**config.mk**
```make
export PLATFORM = sky130hd
export DESIGN_NAME = pipeline_hazard_forwarding_unit
export DESIGN_NICKNAME = d
export VERILOG_FILES = /design/src/hdl/phfu_pkg.sv /design/src/hdl/phfu_cell.sv /design/src/hdl/phfu_pick.sv /design/src/hdl/pipeline_hazard_forwarding_unit.sv
export SDC_FILE = /design/constraint.sdc
export NUM_CORES = 2
export LEC_CHECK = 0
export ABC_AREA = 1
export BUFFER_PORTS_ARGS = -buffer_cell sky130_fd_sc_hd__buf_4
export CORE_UTILIZATION = 45
export CTS_BUF_LIST = sky130_fd_sc_hd__clkbuf_8
export CTS_CLUSTER_SIZE = 16
export DETAILED_ROUTE_END_ITERATION = 8
export PLACE_DENSITY = 0.67
export SYNTH_ARGS = -nofsm -noshare
export SYNTH_HDL_FRONTEND = slang
export SYNTH_SLANG_ARGS = --single-unit
```
**constraint.sdc**
```tcl
create_clock -name aclk -period 11 [get_ports aclk]
set_clock_uncertainty 0.15 [all_clocks]
set_input_delay 2.2 -clock aclk [delete_from_list [all_inputs] [get_ports aclk]]
set_output_delay 2.2 -clock aclk [all_outputs]
set_load 0.02 [all_outputs]
```
**src/hdl/phfu_pkg.sv**
```systemverilog
// Shared types, field layout and constants for the pipeline hazard forwarding unit.
// No dependencies; every other file of the block imports this package.
`timescale 1ns / 1ps

package phfu_pkg;

    localparam int ADDR_W         = 48;
    localparam int REG_W          = 10;
    localparam int CYC_W          = 64;
    localparam int RING_DEPTH_DEF = 4;

    // Configuration port
    localparam int CFG_DATA_W = 48;
    localparam int CFG_IDX_W  = 1;
    localparam logic [CFG_IDX_W-1:0] REG_RANGE_LOW  = 1'd0;
    localparam logic [CFG_IDX_W-1:0] REG_RANGE_HIGH = 1'd1;

    // Input beat layout
    localparam int S_TDATA_W  = 80;
    localparam int S_TUSER_W  = 3;
    localparam int S_ADDR_LSB = 0;
    localparam int S_SRCA_LSB = 48;
    localparam int S_SRCB_LSB = 58;
    localparam int S_DEST_LSB = 68;
    localparam int S_BR_BIT   = 0;
    localparam int S_LD_BIT   = 1;
    localparam int S_ST_BIT   = 2;

    // Result beat layout
    localparam int M_TDATA_W   = 80;
    localparam int M_TUSER_W   = 2;
    localparam int M_CYC_LSB   = 0;
    localparam int M_DSTL_LSB  = 64;
    localparam int M_CSTL_LSB  = 66;
    localparam int M_FWD_BIT   = 68;
    localparam int M_LU_BIT    = 69;
    localparam int M_PATH_LSB  = 70;
    localparam int M_PAD_LSB   = 75;
    localparam int M_ACC_BIT   = 0;
    localparam int M_MEM_BIT   = 1;

    // Forwarding path bits
    localparam logic [4:0] PATH_EX_EX   = 5'h01;
    localparam logic [4:0] PATH_MEM_EX  = 5'h02;
    localparam logic [4:0] PATH_MEM_MEM = 5'h04;
    localparam logic [4:0] PATH_EX_MEM  = 5'h08;
    localparam logic [4:0] PATH_BRANCH  = 5'h10;

    localparam logic [1:0] STALL_NONE     = 2'd0;
    localparam logic [1:0] STALL_ONE      = 2'd1;
    localparam logic [1:0] STALL_MAX      = 2'd2;
    localparam logic [1:0] BRANCH_PENALTY = 2'd2;

    // One in-flight writer held by a cell
    typedef struct packed {
        logic             valid;
        logic [REG_W-1:0] dest;
        logic             is_load;
        logic [CYC_W-1:0] ex_ready;
        logic [CYC_W-1:0] mem_ready;
    } entry_t;

    // What one cell reports for one source register
    typedef struct packed {
        logic hit;
        logic is_load;
        logic mem_ok;    // MEM/WB result available now
        logic ex_ok;     // EX/MEM result available now
        logic one_left;  // MEM/WB result arrives next cycle
    } probe_t;

    // Resolution of one source register
    typedef struct packed {
        logic       hit;
        logic       is_load;
        logic [4:0] path;
        logic [1:0] stall;
    } src_res_t;

endpackage

```
**src/hdl/phfu_cell.sv**
```systemverilog
// One writer slot of the in-flight chain: holds an entry, passes it to the older
// neighbor on a push, and probes both source registers. Uses phfu_pkg.
`timescale 1ns / 1ps

module phfu_cell (
    input  logic                           aclk,
    input  logic                           aresetn,
    input  logic                           shift_en,
    input  phfu_pkg::entry_t               entry_in,
    input  logic [phfu_pkg::CYC_W-1:0]     cnt_p1,
    input  logic [phfu_pkg::CYC_W-1:0]     cnt_p2,
    input  logic [phfu_pkg::REG_W-1:0]     src_a,
    input  logic [phfu_pkg::REG_W-1:0]     src_b,
    output phfu_pkg::entry_t               entry_out,
    output phfu_pkg::probe_t               probe_a,
    output phfu_pkg::probe_t               probe_b
);
    import phfu_pkg::*;

    logic             valid_reg;
    logic [REG_W-1:0] dest_reg;
    logic             load_reg;
    logic [CYC_W-1:0] ex_reg;
    logic [CYC_W-1:0] mem_reg;
    logic             mem_ok;
    logic             ex_ok;
    logic             one_left;

    always_ff @(posedge aclk) begin
        if (!aresetn) begin
            valid_reg <= 1'b0;
        end else if (shift_en) begin
            valid_reg <= entry_in.valid;
        end
    end

    always_ff @(posedge aclk) begin
        if (shift_en) begin
            dest_reg <= entry_in.dest;
            load_reg <= entry_in.is_load;
            ex_reg   <= entry_in.ex_ready;
            mem_reg  <= entry_in.mem_ready;
        end
    end

    assign entry_out = '{valid: valid_reg, dest: dest_reg, is_load: load_reg,
                         ex_ready: ex_reg, mem_ready: mem_reg};

    // Ready checks are shared by both sources
    assign mem_ok   = (mem_reg <= cnt_p1);
    assign ex_ok    = (ex_reg <= cnt_p1);
    assign one_left = (mem_reg == cnt_p2);

    assign probe_a = '{hit: valid_reg && (src_a != '0) && (dest_reg == src_a),
                       is_load: load_reg, mem_ok: mem_ok, ex_ok: ex_ok,
                       one_left: one_left};
    assign probe_b = '{hit: valid_reg && (src_b != '0) && (dest_reg == src_b),
                       is_load: load_reg, mem_ok: mem_ok, ex_ok: ex_ok,
                       one_left: one_left};

endmodule

```
**src/hdl/phfu_pick.sv**
```systemverilog
// Priority pick of the youngest matching cell for one source register and its
// forwarding path or stall. Uses phfu_pkg.
`timescale 1ns / 1ps

module phfu_pick #(
    parameter int DEPTH = phfu_pkg::RING_DEPTH_DEF
) (
    input  phfu_pkg::probe_t [DEPTH-1:0] probes,
    input  logic                         is_store,
    output phfu_pkg::src_res_t           res
);
    import phfu_pkg::*;

    probe_t sel;

    // Cell 0 is youngest: scan oldest first so the youngest hit wins
    always_comb begin
        sel = '0;
        for (int i = DEPTH - 1; i >= 0; i--) begin
            if (probes[i].hit) begin
                sel = probes[i];
            end
        end
    end

    always_comb begin
        res         = '0;
        res.hit     = sel.hit;
        res.is_load = sel.is_load;
        if (sel.hit) begin
            if (sel.mem_ok) begin
                res.path = is_store ? PATH_MEM_MEM : PATH_MEM_EX;
            end else if (sel.ex_ok && !sel.is_load) begin
                res.path = is_store ? PATH_EX_MEM : PATH_EX_EX;
            end else begin
                res.stall = sel.one_left ? STALL_ONE : STALL_MAX;
            end
        end
    end

endmodule

```
**src/hdl/pipeline_hazard_forwarding_unit.sv**
```systemverilog
// Top level of the pipeline hazard forwarding unit: range filter, cycle counter,
// writer chain of phfu_cell, two phfu_pick resolvers and the result register.
`timescale 1ns / 1ps

// Takes one traced instruction beat per clock while the output is not stalled
// and returns one result beat per instruction in the cycle after acceptance.
// A beat whose address lies outside [range_low, range_high] yields an all-zero
// result with accepted low and leaves the state untouched. The in-flight
// writers live in a chain of RING_DEPTH cells, youngest in cell 0; a push
// shifts every entry one cell toward the old end and drops the oldest. Each
// cell probes both source registers in parallel, and the youngest hit decides
// forwarding or stall. The cycle-count update, the ready-cycle compares in the
// cells and the priority pick form the loop that sets this rate. The result
// register takes a new beat whenever it is empty or being drained. The user
// must write registers through the plain write port (index 0 range_low, index
// 1 range_high) only while idle; the block itself does not enforce this.

module pipeline_hazard_forwarding_unit #(
    parameter int RING_DEPTH = phfu_pkg::RING_DEPTH_DEF
) (
    input  logic                              aclk,
    input  logic                              aresetn,
    // configuration
    input  logic                              cfg_we,
    input  logic [phfu_pkg::CFG_IDX_W-1:0]    cfg_index,
    input  logic [phfu_pkg::CFG_DATA_W-1:0]   cfg_wdata,
    // instruction beats
    input  logic                              s_tvalid,
    output logic                              s_tready,
    // instr_addr[47:0], src_reg_a[57:48], src_reg_b[67:58], dest_reg[77:68], zero[79:78]
    input  logic [phfu_pkg::S_TDATA_W-1:0]    s_tdata,
    // is_branch[0], is_load[1], is_store[2]
    input  logic [phfu_pkg::S_TUSER_W-1:0]    s_tuser,
    // result beats
    output logic                              m_tvalid,
    input  logic                              m_tready,
    // cycle_now[63:0], data_stall[65:64], control_stall[67:66], forwarded[68],
    // load_use[69], path_mask[74:70], zero[79:75]
    output logic [phfu_pkg::M_TDATA_W-1:0]    m_tdata,
    // accepted[0], is_memory[1]
    output logic [phfu_pkg::M_TUSER_W-1:0]    m_tuser
);
    import phfu_pkg::*;

    // Configuration registers
    logic [ADDR_W-1:0] range_low_reg;
    logic [ADDR_W-1:0] range_high_reg;

    always_ff @(posedge aclk) begin
        if (!aresetn) begin
            range_low_reg  <= '0;
            range_high_reg <= '0;
        end else if (cfg_we) begin
            case (cfg_index)
                REG_RANGE_LOW:  range_low_reg  <= cfg_wdata[ADDR_W-1:0];
                REG_RANGE_HIGH: range_high_reg <= cfg_wdata[ADDR_W-1:0];
                default: ;
            endcase
        end
    end

    // Unpack the input beat
    logic [ADDR_W-1:0] instr_addr;
    logic [REG_W-1:0]  src_reg_a;
    logic [REG_W-1:0]  src_reg_b;
    logic [REG_W-1:0]  dest_reg;
    logic              is_branch;
    logic              is_load;
    logic              is_store;

    assign instr_addr = s_tdata[S_ADDR_LSB +: ADDR_W];
    assign src_reg_a  = s_tdata[S_SRCA_LSB +: REG_W];
    assign src_reg_b  = s_tdata[S_SRCB_LSB +: REG_W];
    assign dest_reg   = s_tdata[S_DEST_LSB +: REG_W];
    assign is_branch  = s_tuser[S_BR_BIT];
    assign is_load    = s_tuser[S_LD_BIT];
    assign is_store   = s_tuser[S_ST_BIT];

    logic in_accept;
    logic in_range;
    logic analyse;
    logic push;

    assign in_accept = s_tvalid && s_tready;
    assign in_range  = (instr_addr >= range_low_reg) && (instr_addr <= range_high_reg);
    assign analyse   = in_accept && in_range;
    assign push      = analyse && (dest_reg != '0);

    // Cycle count kept as count+1 and count+2, the two values the cells compare
    // against once the count has taken this instruction's base cycle.
    logic [CYC_W-1:0] cnt_p1_reg;
    logic [CYC_W-1:0] cnt_p2_reg;

    // Writer chain
    entry_t [RING_DEPTH:0]   chain;
    probe_t [RING_DEPTH-1:0] probes_a;
    probe_t [RING_DEPTH-1:0] probes_b;
    src_res_t                res_a;
    src_res_t                res_b;

    logic [CYC_W-1:0] cycle_now;
    logic [CYC_W-1:0] ex_ready_new;
    logic [CYC_W-1:0] mem_ready_new;

    assign chain[0] = '{valid: 1'b1, dest: dest_reg, is_load: is_load,
                        ex_ready: ex_ready_new, mem_ready: mem_ready_new};

    for (genvar g = 0; g < RING_DEPTH; g++) begin : g_cell
        phfu_cell u_cell (
            .aclk      (aclk),
            .aresetn   (aresetn),
            .shift_en  (push),
            .entry_in  (chain[g]),
            .cnt_p1    (cnt_p1_reg),
            .cnt_p2    (cnt_p2_reg),
            .src_a     (src_reg_a),
            .src_b     (src_reg_b),
            .entry_out (chain[g+1]),
            .probe_a   (probes_a[g]),
            .probe_b   (probes_b[g])
        );
    end

    phfu_pick #(.DEPTH(RING_DEPTH)) u_pick_a (
        .probes   (probes_a),
        .is_store (is_store),
        .res      (res_a)
    );

    phfu_pick #(.DEPTH(RING_DEPTH)) u_pick_b (
        .probes   (probes_b),
        .is_store (is_store),
        .res      (res_b)
    );

    // Combine the two sources
    logic [4:0] path_mask;
    logic [1:0] data_stall;
    logic [1:0] control_stall;
    logic       forwarded;
    logic       load_use;
    logic [2:0] extra;

    always_comb begin
        path_mask     = res_a.path | res_b.path;
        data_stall    = (res_a.stall > res_b.stall) ? res_a.stall : res_b.stall;
        control_stall = is_branch ? BRANCH_PENALTY : STALL_NONE;
        // a branch only marks its path bit when something was forwarded
        if (is_branch && (path_mask != '0)) begin
            path_mask = path_mask | PATH_BRANCH;
        end
        forwarded = (path_mask != '0);
        load_use  = (data_stall != STALL_NONE) &&
                    ((res_a.hit && res_a.is_load) || (res_b.hit && res_b.is_load));
        extra     = {1'b0, data_stall} + {1'b0, control_stall};
    end

    // Three parallel adds off count+1: the new count and the pushed ready cycles
    assign cycle_now     = cnt_p1_reg + CYC_W'(extra);
    assign ex_ready_new  = cnt_p1_reg + CYC_W'({1'b0, extra} + 4'd1);
    assign mem_ready_new = cnt_p1_reg + CYC_W'({1'b0, extra} + 4'd2);

    always_ff @(posedge aclk) begin
        if (!aresetn) begin
            cnt_p1_reg <= CYC_W'(1);
            cnt_p2_reg <= CYC_W'(2);
        end else if (analyse) begin
            cnt_p1_reg <= ex_ready_new;
            cnt_p2_reg <= mem_ready_new;
        end
    end

    // Result register: load on every accepted beat, drop once taken
    logic                 m_valid_reg;
    logic [M_TDATA_W-1:0] m_data_reg;
    logic [M_TUSER_W-1:0] m_user_reg;
    logic [M_TDATA_W-1:0] m_data_next;
    logic [M_TUSER_W-1:0] m_user_next;

    assign s_tready = !m_valid_reg || m_tready;

    always_comb begin
        m_data_next = '0;
        m_user_next = '0;
        if (in_range) begin
            m_data_next[M_CYC_LSB +: CYC_W] = cycle_now;
            m_data_next[M_DSTL_LSB +: 2]    = data_stall;
            m_data_next[M_CSTL_LSB +: 2]    = control_stall;
            m_data_next[M_FWD_BIT]          = forwarded;
            m_data_next[M_LU_BIT]           = load_use;
            m_data_next[M_PATH_LSB +: 5]    = path_mask;
            m_user_next[M_ACC_BIT]          = 1'b1;
            m_user_next[M_MEM_BIT]          = is_load || is_store;
        end
    end

    always_ff @(posedge aclk) begin
        if (!aresetn) begin
            m_valid_reg <= 1'b0;
        end else if (in_accept) begin
            m_valid_reg <= 1'b1;
        end else if (m_tready) begin
            m_valid_reg <= 1'b0;
        end
    end

    always_ff @(posedge aclk) begin
        if (in_accept) begin
            m_data_reg <= m_data_next;
            m_user_reg <= m_user_next;
        end
    end

    assign m_tvalid = m_valid_reg;
    assign m_tdata  = m_data_reg;
    assign m_tuser  = m_user_reg;

endmodule

```
* Word-level counts from Yosys, hierarchy flattened
Index checks and enable logic that the tools add are counted.
** Word-level totals
- Flip-flop bits (word level) :: 862
- Word-level logic and storage cells :: 128
** Operators by class
- Order comparisons :: 11
- Mux-type cells :: 28
- Reductions and logical operators :: 41
- Bitwise logic cells :: 2
- Equality and inequality tests :: 12
- $add $sub $neg :: 6
** Operators by type and width (number)
- less-or-equal comparator 64 bit :: 8
- equality test 64 bit :: 4
- adder 64 x 4 -> 64 bit :: 2
- equality test 10 bit :: 8
- 2-to-1 mux 5 bit :: 13
- adder 64 x 3 -> 64 bit :: 1
- greater-or-equal comparator 48 bit :: 1
- less-or-equal comparator 48 bit :: 1
- nonzero test 10 bit :: 3
- logical AND 1 bit :: 26
- 2-to-1 mux 2 bit :: 8
- 2-to-1 mux 7 bit :: 2
- nonzero test 5 bit :: 2
- OR 5 bit :: 1
- adder 3 x 1 -> 4 bit, second input constant :: 1
- adder 3 x 2 -> 4 bit, second input constant :: 1
- 2-to-1 mux 4 bit :: 1
- AND reduction 2 bit :: 2
- nonzero test 2 bit :: 2
- adder 2 x 2 -> 3 bit :: 1
- zero test 1 bit :: 3
- logical OR 1 bit :: 3
- 2-to-1 mux 1 bit :: 3
- 2-to-1 mux 3 bit :: 1
- 2 further kinds :: 2

* Logic depth before layout (Yosys ltp)
- Depth after elaboration :: 17
- Depth in mapped cells :: 48

* Modules after synthesis
Synthesis repeated with hierarchy kept, for this count alone.
** Second synthesis, totals
- Cells, all modules :: 6079
- Area, all modules :: 53664.0 µm²
** Modules (own cells, without submodules)
- phfu_cell :: area an instance 8702.1 µm², instances 4, seq. area each 4194.0 µm², cells each 846
- pipeline_hazard_forwarding_unit :: area an instance 18347.6 µm², instances 1, seq. area each 6786.5 µm², cells each 2585
- phfu_pick :: area an instance 254.0 µm², instances 2, seq. area each 0.0 µm², cells each 55

* Worst setup path before layout
OpenSTA, ideal clock, no wires.
- Path type :: input port to flip-flop
- Start point :: in s_tdata[47] in the netlist's numbering
- End point :: reg g_cell[0].u_cell.dest_reg[0] (enable)
- Path buffers :: 1
- Path slack :: 0.475 ns
- Stages on the path :: 13
- Library setup time :: 0.658 ns
- Arrival time :: 9.717 ns
- Cell sequence :: ha_1 -> nand2_1 -> inv_2 -> nand3_1 -> nor3_2 -> nor4b_4 -> nand2_1 -> o2111ai_1 -> nand2_2 -> nor2_4 -> buf_4 -> nand2_1 -> inv_2
** Between the ends
- Longest elaborated chain between the ends :: 4
- Elaborated cells on any way between the ends :: 5
** RTL lines
- start, declared :: RTL line pipeline_hazard_forwarding_unit.sv:31 : input logic [phfu_pkg::S_TDATA_W-1:0] s_tdata,
- greater-or-equal comparator 48 bit or less-or-equal comparator 48 bit (tied branches) :: RTL line pipeline_hazard_forwarding_unit.sv:85 : assign in_range = (instr_addr >= range_low_reg) && (instr_addr <= range_high_reg);
- logical AND 1 bit (*) :: RTL line pipeline_hazard_forwarding_unit.sv:85
- logical AND 1 bit (*) :: RTL line pipeline_hazard_forwarding_unit.sv:86 : assign analyse = in_accept && in_range;
- logical AND 1 bit (*) :: RTL line pipeline_hazard_forwarding_unit.sv:87 : assign push = analyse && (dest_reg != '0);
- named net g_cell[0].u_cell.shift_en :: RTL line phfu_cell.sv:8 : input logic shift_en,
- end signal, assigned :: RTL line phfu_cell.sv:39 : dest_reg <= entry_in.dest;
- end, declared :: RTL line phfu_cell.sv:21 : logic [REG_W-1:0] dest_reg;
Mark *: on every way through the listed nets, which the timed path passes. The rest lies on a longest branch.
A chain may end at the register's enable or synchronous reset.

* Worst setup path after layout
- Start point :: reg cnt_p1_reg[47]
- End point :: reg m_data_reg[58], in the netlist m_tdata[58], data pin
** Between the ends
- Longest elaborated chain between the ends :: 13
- Elaborated cells on any way between the ends :: 28
** RTL lines
- start, declared :: RTL line pipeline_hazard_forwarding_unit.sv:91 : logic [CYC_W-1:0] cnt_p1_reg;
- start signal, assigned :: RTL line pipeline_hazard_forwarding_unit.sv:168 : cnt_p1_reg <= ex_ready_new;
- less-or-equal comparator 64 bit :: RTL line phfu_cell.sv:51 : assign ex_ok = (ex_reg <= cnt_p1);
- 2-to-1 mux 5 bit (4 in series) :: RTL line phfu_pick.sv:20 : if (probes[i].hit) begin
- logical AND 1 bit :: RTL line phfu_pick.sv:33 : end else if (sel.ex_ok && !sel.is_load) begin
- 2-to-1 mux 2 bit :: RTL line phfu_pick.sv:33
- 2-to-1 mux 2 bit :: RTL line phfu_pick.sv:31 : if (sel.mem_ok) begin
- 2-to-1 mux 7 bit :: RTL line phfu_pick.sv:30 : if (sel.hit) begin
- greater-than comparator 2 bit :: RTL line pipeline_hazard_forwarding_unit.sv:146 : data_stall = (res_a.stall > res_b.stall) ? res_a.stall : res_b.stall;
- 2-to-1 mux 2 bit (*) :: RTL line pipeline_hazard_forwarding_unit.sv:146
- named net data_stall[0] :: RTL line pipeline_hazard_forwarding_unit.sv:138 : logic [1:0] data_stall;
- adder 2 x 2 -> 3 bit (*) :: RTL line pipeline_hazard_forwarding_unit.sv:155 : extra = {1'b0, data_stall} + {1'b0, control_stall};
- adder 64 x 3 -> 64 bit (*) :: RTL line pipeline_hazard_forwarding_unit.sv:159 : assign cycle_now = cnt_p1_reg + CYC_W'(extra);
- end signal, assigned :: RTL line pipeline_hazard_forwarding_unit.sv:209 : m_data_reg <= m_data_next;
- end, declared :: RTL line pipeline_hazard_forwarding_unit.sv:175 : logic [M_TDATA_W-1:0] m_data_reg;
Marks and branches as above.

==> results.yml <==
status:
  outcome: "completed"
timing:
  hold_viol_final: 0
  slew_violations: 0
  post-route-period-util_pct: 78.4
  setup-tns-final_ns: 0
  finalSetupViolations: 0
  min_period_ns: 8.63
  rsz0062_at_grt: "no"
  tightest_slew_ns: 1.19
  fmax_mhz: 116
  relSlewSlack_pct: 20.9
global_routing:
  gr-total-overflow: 0
  antenna_found_initial: 7
  grt_pass1_wl_um: 228000
  grt_max_degree: 169
  grt_usage_pct: 27.3
  grt_pass1_vias: 37200
clock_tree:
  clock_sinks: 861
  cts_root_buf: "clkbuf_8"
  cts_buffer_depth: 3
  cts_setup_buffers: 0
  h-tree-depth: 4
  cts.repair.resized: 0
  clock_latency_ns: 0.84
  cts_made_buffers: 154
  cts_tree: "built"
  clk_pin_slew_ns: 0.06
  ctsHoldBuffers: 0
drt:
  vias: 38300
  postRouteAntennaNets: 0
  drt-initial-drc-count: 3789
  wl_per_cell_um: 22.0
  first_pass_iters: 6
  routed_wl_um: 153000
  drcViolationCount: 0
  via_per_inst: 5.50
synth:
  ys_types: 55
  yosysWarnings: 0
  synthesis.area_um2: 49700
  synth_seq_cells: 861
  synth-edff-count: 632
  syn_area_per_cell_um2: 9.73
  synth_cells: 5108
  synthArstFlopShare_pct: 0
  synth_flop_cell: "edfxtp_1"
  yosysSeqAreaShare_pct: 47.4
critical_path:
  cpMostUsedCell: "nand2_1"
  cp-start-kind: "flop"
  cp.required_ns: 11.41
  critPathSlowestCell: "nor2_1"
  path_class: "reg -> reg"
  crit_path_max_fanout: 10
  max_stage_delay_ns: 0.73
  reg2reg_depth: 31
  critPathArrivalTime_ns: 9.03
  endpoint_kind: "flop"
die:
  die_y_um: 334
  core-area_um2: 109000
  die_area_um2: 112000
  start_util_pct: 45.5
  chipWidth_um: 334
  row_count: 121
  io_pins: 221
power:
  p_leak_nw: 21.6
  power.density_nw_per_um2: 148
  ir_drop_v: 0.0000991
hold_path:
  hold_depth: 0
  hold_path.class: "reg -> reg"
placed_design:
  gp_congestion: 1.04
  io_buffers: 212
  dp_hpwl_um: 117000
  dp.cells: 6677
flow_run:
  drv_cap: 0
final_layout:
  areaGrowthSynthToFinish_pct: 11.9
  drive_gt1_share_pct: 10.1
  fillers: 9966
  finalNonFillerCells: 6963
  nets: 6117
final cells by class:
cell class	count	area (um2)	area share (%)
Sequential cell	861	23600	42.4
Clock buffer	162	2230	4.01
Inverter	508	1920	3.46
Tap cell	1476	1850	3.32
Multi-Input combinational cell	3610	23600	42.5
Antenna cell	4	10.0	0.0180
Timing Repair Buffer	222	1710	3.07
Clock inverter	120	682	1.23
cell usage after synthesis (19+ instances only):
cell	instances	area share, %
buf_2	19	0.19
nor4_1	38	0.48
ha_1	620	16
o22ai_1	40	0.50
o21a_1	22	0.33
xnor2_1	216	3.8
o21ai_0	273	2.8
inv_2	38	0.29
nand3_1	90	0.91
inv_1	463	3.5
o21ai_1	60	0.60
nand2_1	751	5.7
xor2_1	170	3.0
clkbuf_1	95	0.72
nor2_1	426	3.2
nor2_2	19	0.24
a21oi_1	512	5.2
edfxtp_1	632	38
nor3_1	84	0.85
dfxtp_1	229	9.2
or2_2	24	0.30
nand4_1	133	1.7
kinds of logic after synthesis:
| logic type | synth area share (%) |
|---|---|
| simple gates | 14.5 |
| compound gates | 10.4 |
| flops | 47.4 |
| buf+inv | 5.08 |
| fa+ha+maj | 15.7 |
| xor+xnor | 6.84 |
| other cells | 0.00755 |
report_power, final:
part / leakage [nW] / switching [mW] / internal (mW)
registers: 7.77 / 0.177 / 3.72
logic: 12.2 / 0.896 / 0.500
clock network: 1.66 / 1.40 / 1.51
per-layer routing:
layer	global-route usage [%]	vias to the layer above	wire length, um
li1	-	18400	-
met1	36.5	18100	64600
met4	10.8	6	5750
met2	41.4	1628	66400
met3	7.95	251	16100
met5	0	-	36
path summary, 6_finish.rpt:
path                                     from                          end  slack (ns)
setup reg to reg               cnt_p1_reg[47]                  m_tdata[58]        2.37
hold / removal    g_cell[1].u_cell.ex_reg[57]  g_cell[2].u_cell.ex_reg[57]        0.30
hold reg to reg   g_cell[1].u_cell.ex_reg[57]  g_cell[2].u_cell.ex_reg[57]        0.30
setup / recovery               cnt_p1_reg[47]                  m_tdata[58]        2.37
worst max-delay path: cells and delay by family (launching register included):
family,cells,cell delay [ns]
simple gates,18,4.46
fa+ha+maj,4,1.35
buf+inv,6,0.90
compound gates,2,0.62
flops,1,0.52
xor+xnor,1,0.32
layout by cell type, fill, tap and decap left out, drive strengths merged, types with 10 or more instances in the layout:
| master | instances |
|---|---|
| o2111ai | 11 |
| nand2 | 758 |
| ha | 620 |
| or2 | 24 |
| a21oi | 512 |
| nand4 | 133 |
| xnor2 | 216 |
| dfxtp | 229 |
| buf | 222 |
| o21a | 22 |
| nand3 | 92 |
| a211oi | 10 |
| xor2 | 171 |
| o22ai | 40 |
| o221ai | 11 |
| clkbuf | 162 |
| clkinv | 63 |
| o21ai | 333 |
| nor3 | 98 |
| nor4 | 45 |
| nor2 | 458 |
| inv | 551 |
| edfxtp | 632 |
per-stage QoR:
stage / hold WS (ns) / util [%] / area (um2) / worst slack (ns) / total power [mW]
2_1_floorplan: 0.276 / - / 49700 / 0.475 / 4.88
3_3_place_gp: 0.283 / 48.2 / 52700 / 2.58 / 5.29
3_5_place_dp: 0.288 / 48.2 / 52700 / 2.56 / 5.34
4_1_cts: 0.293 / 50.9 / 55600 / 2.82 / 8.23
5_1_grt: 0.300 / 50.9 / 55600 / 2.25 / 8.58
6_report: 0.300 / 50.9 / 55600 / 2.37 / 8.21
Power figures use the tool's default switching activity.
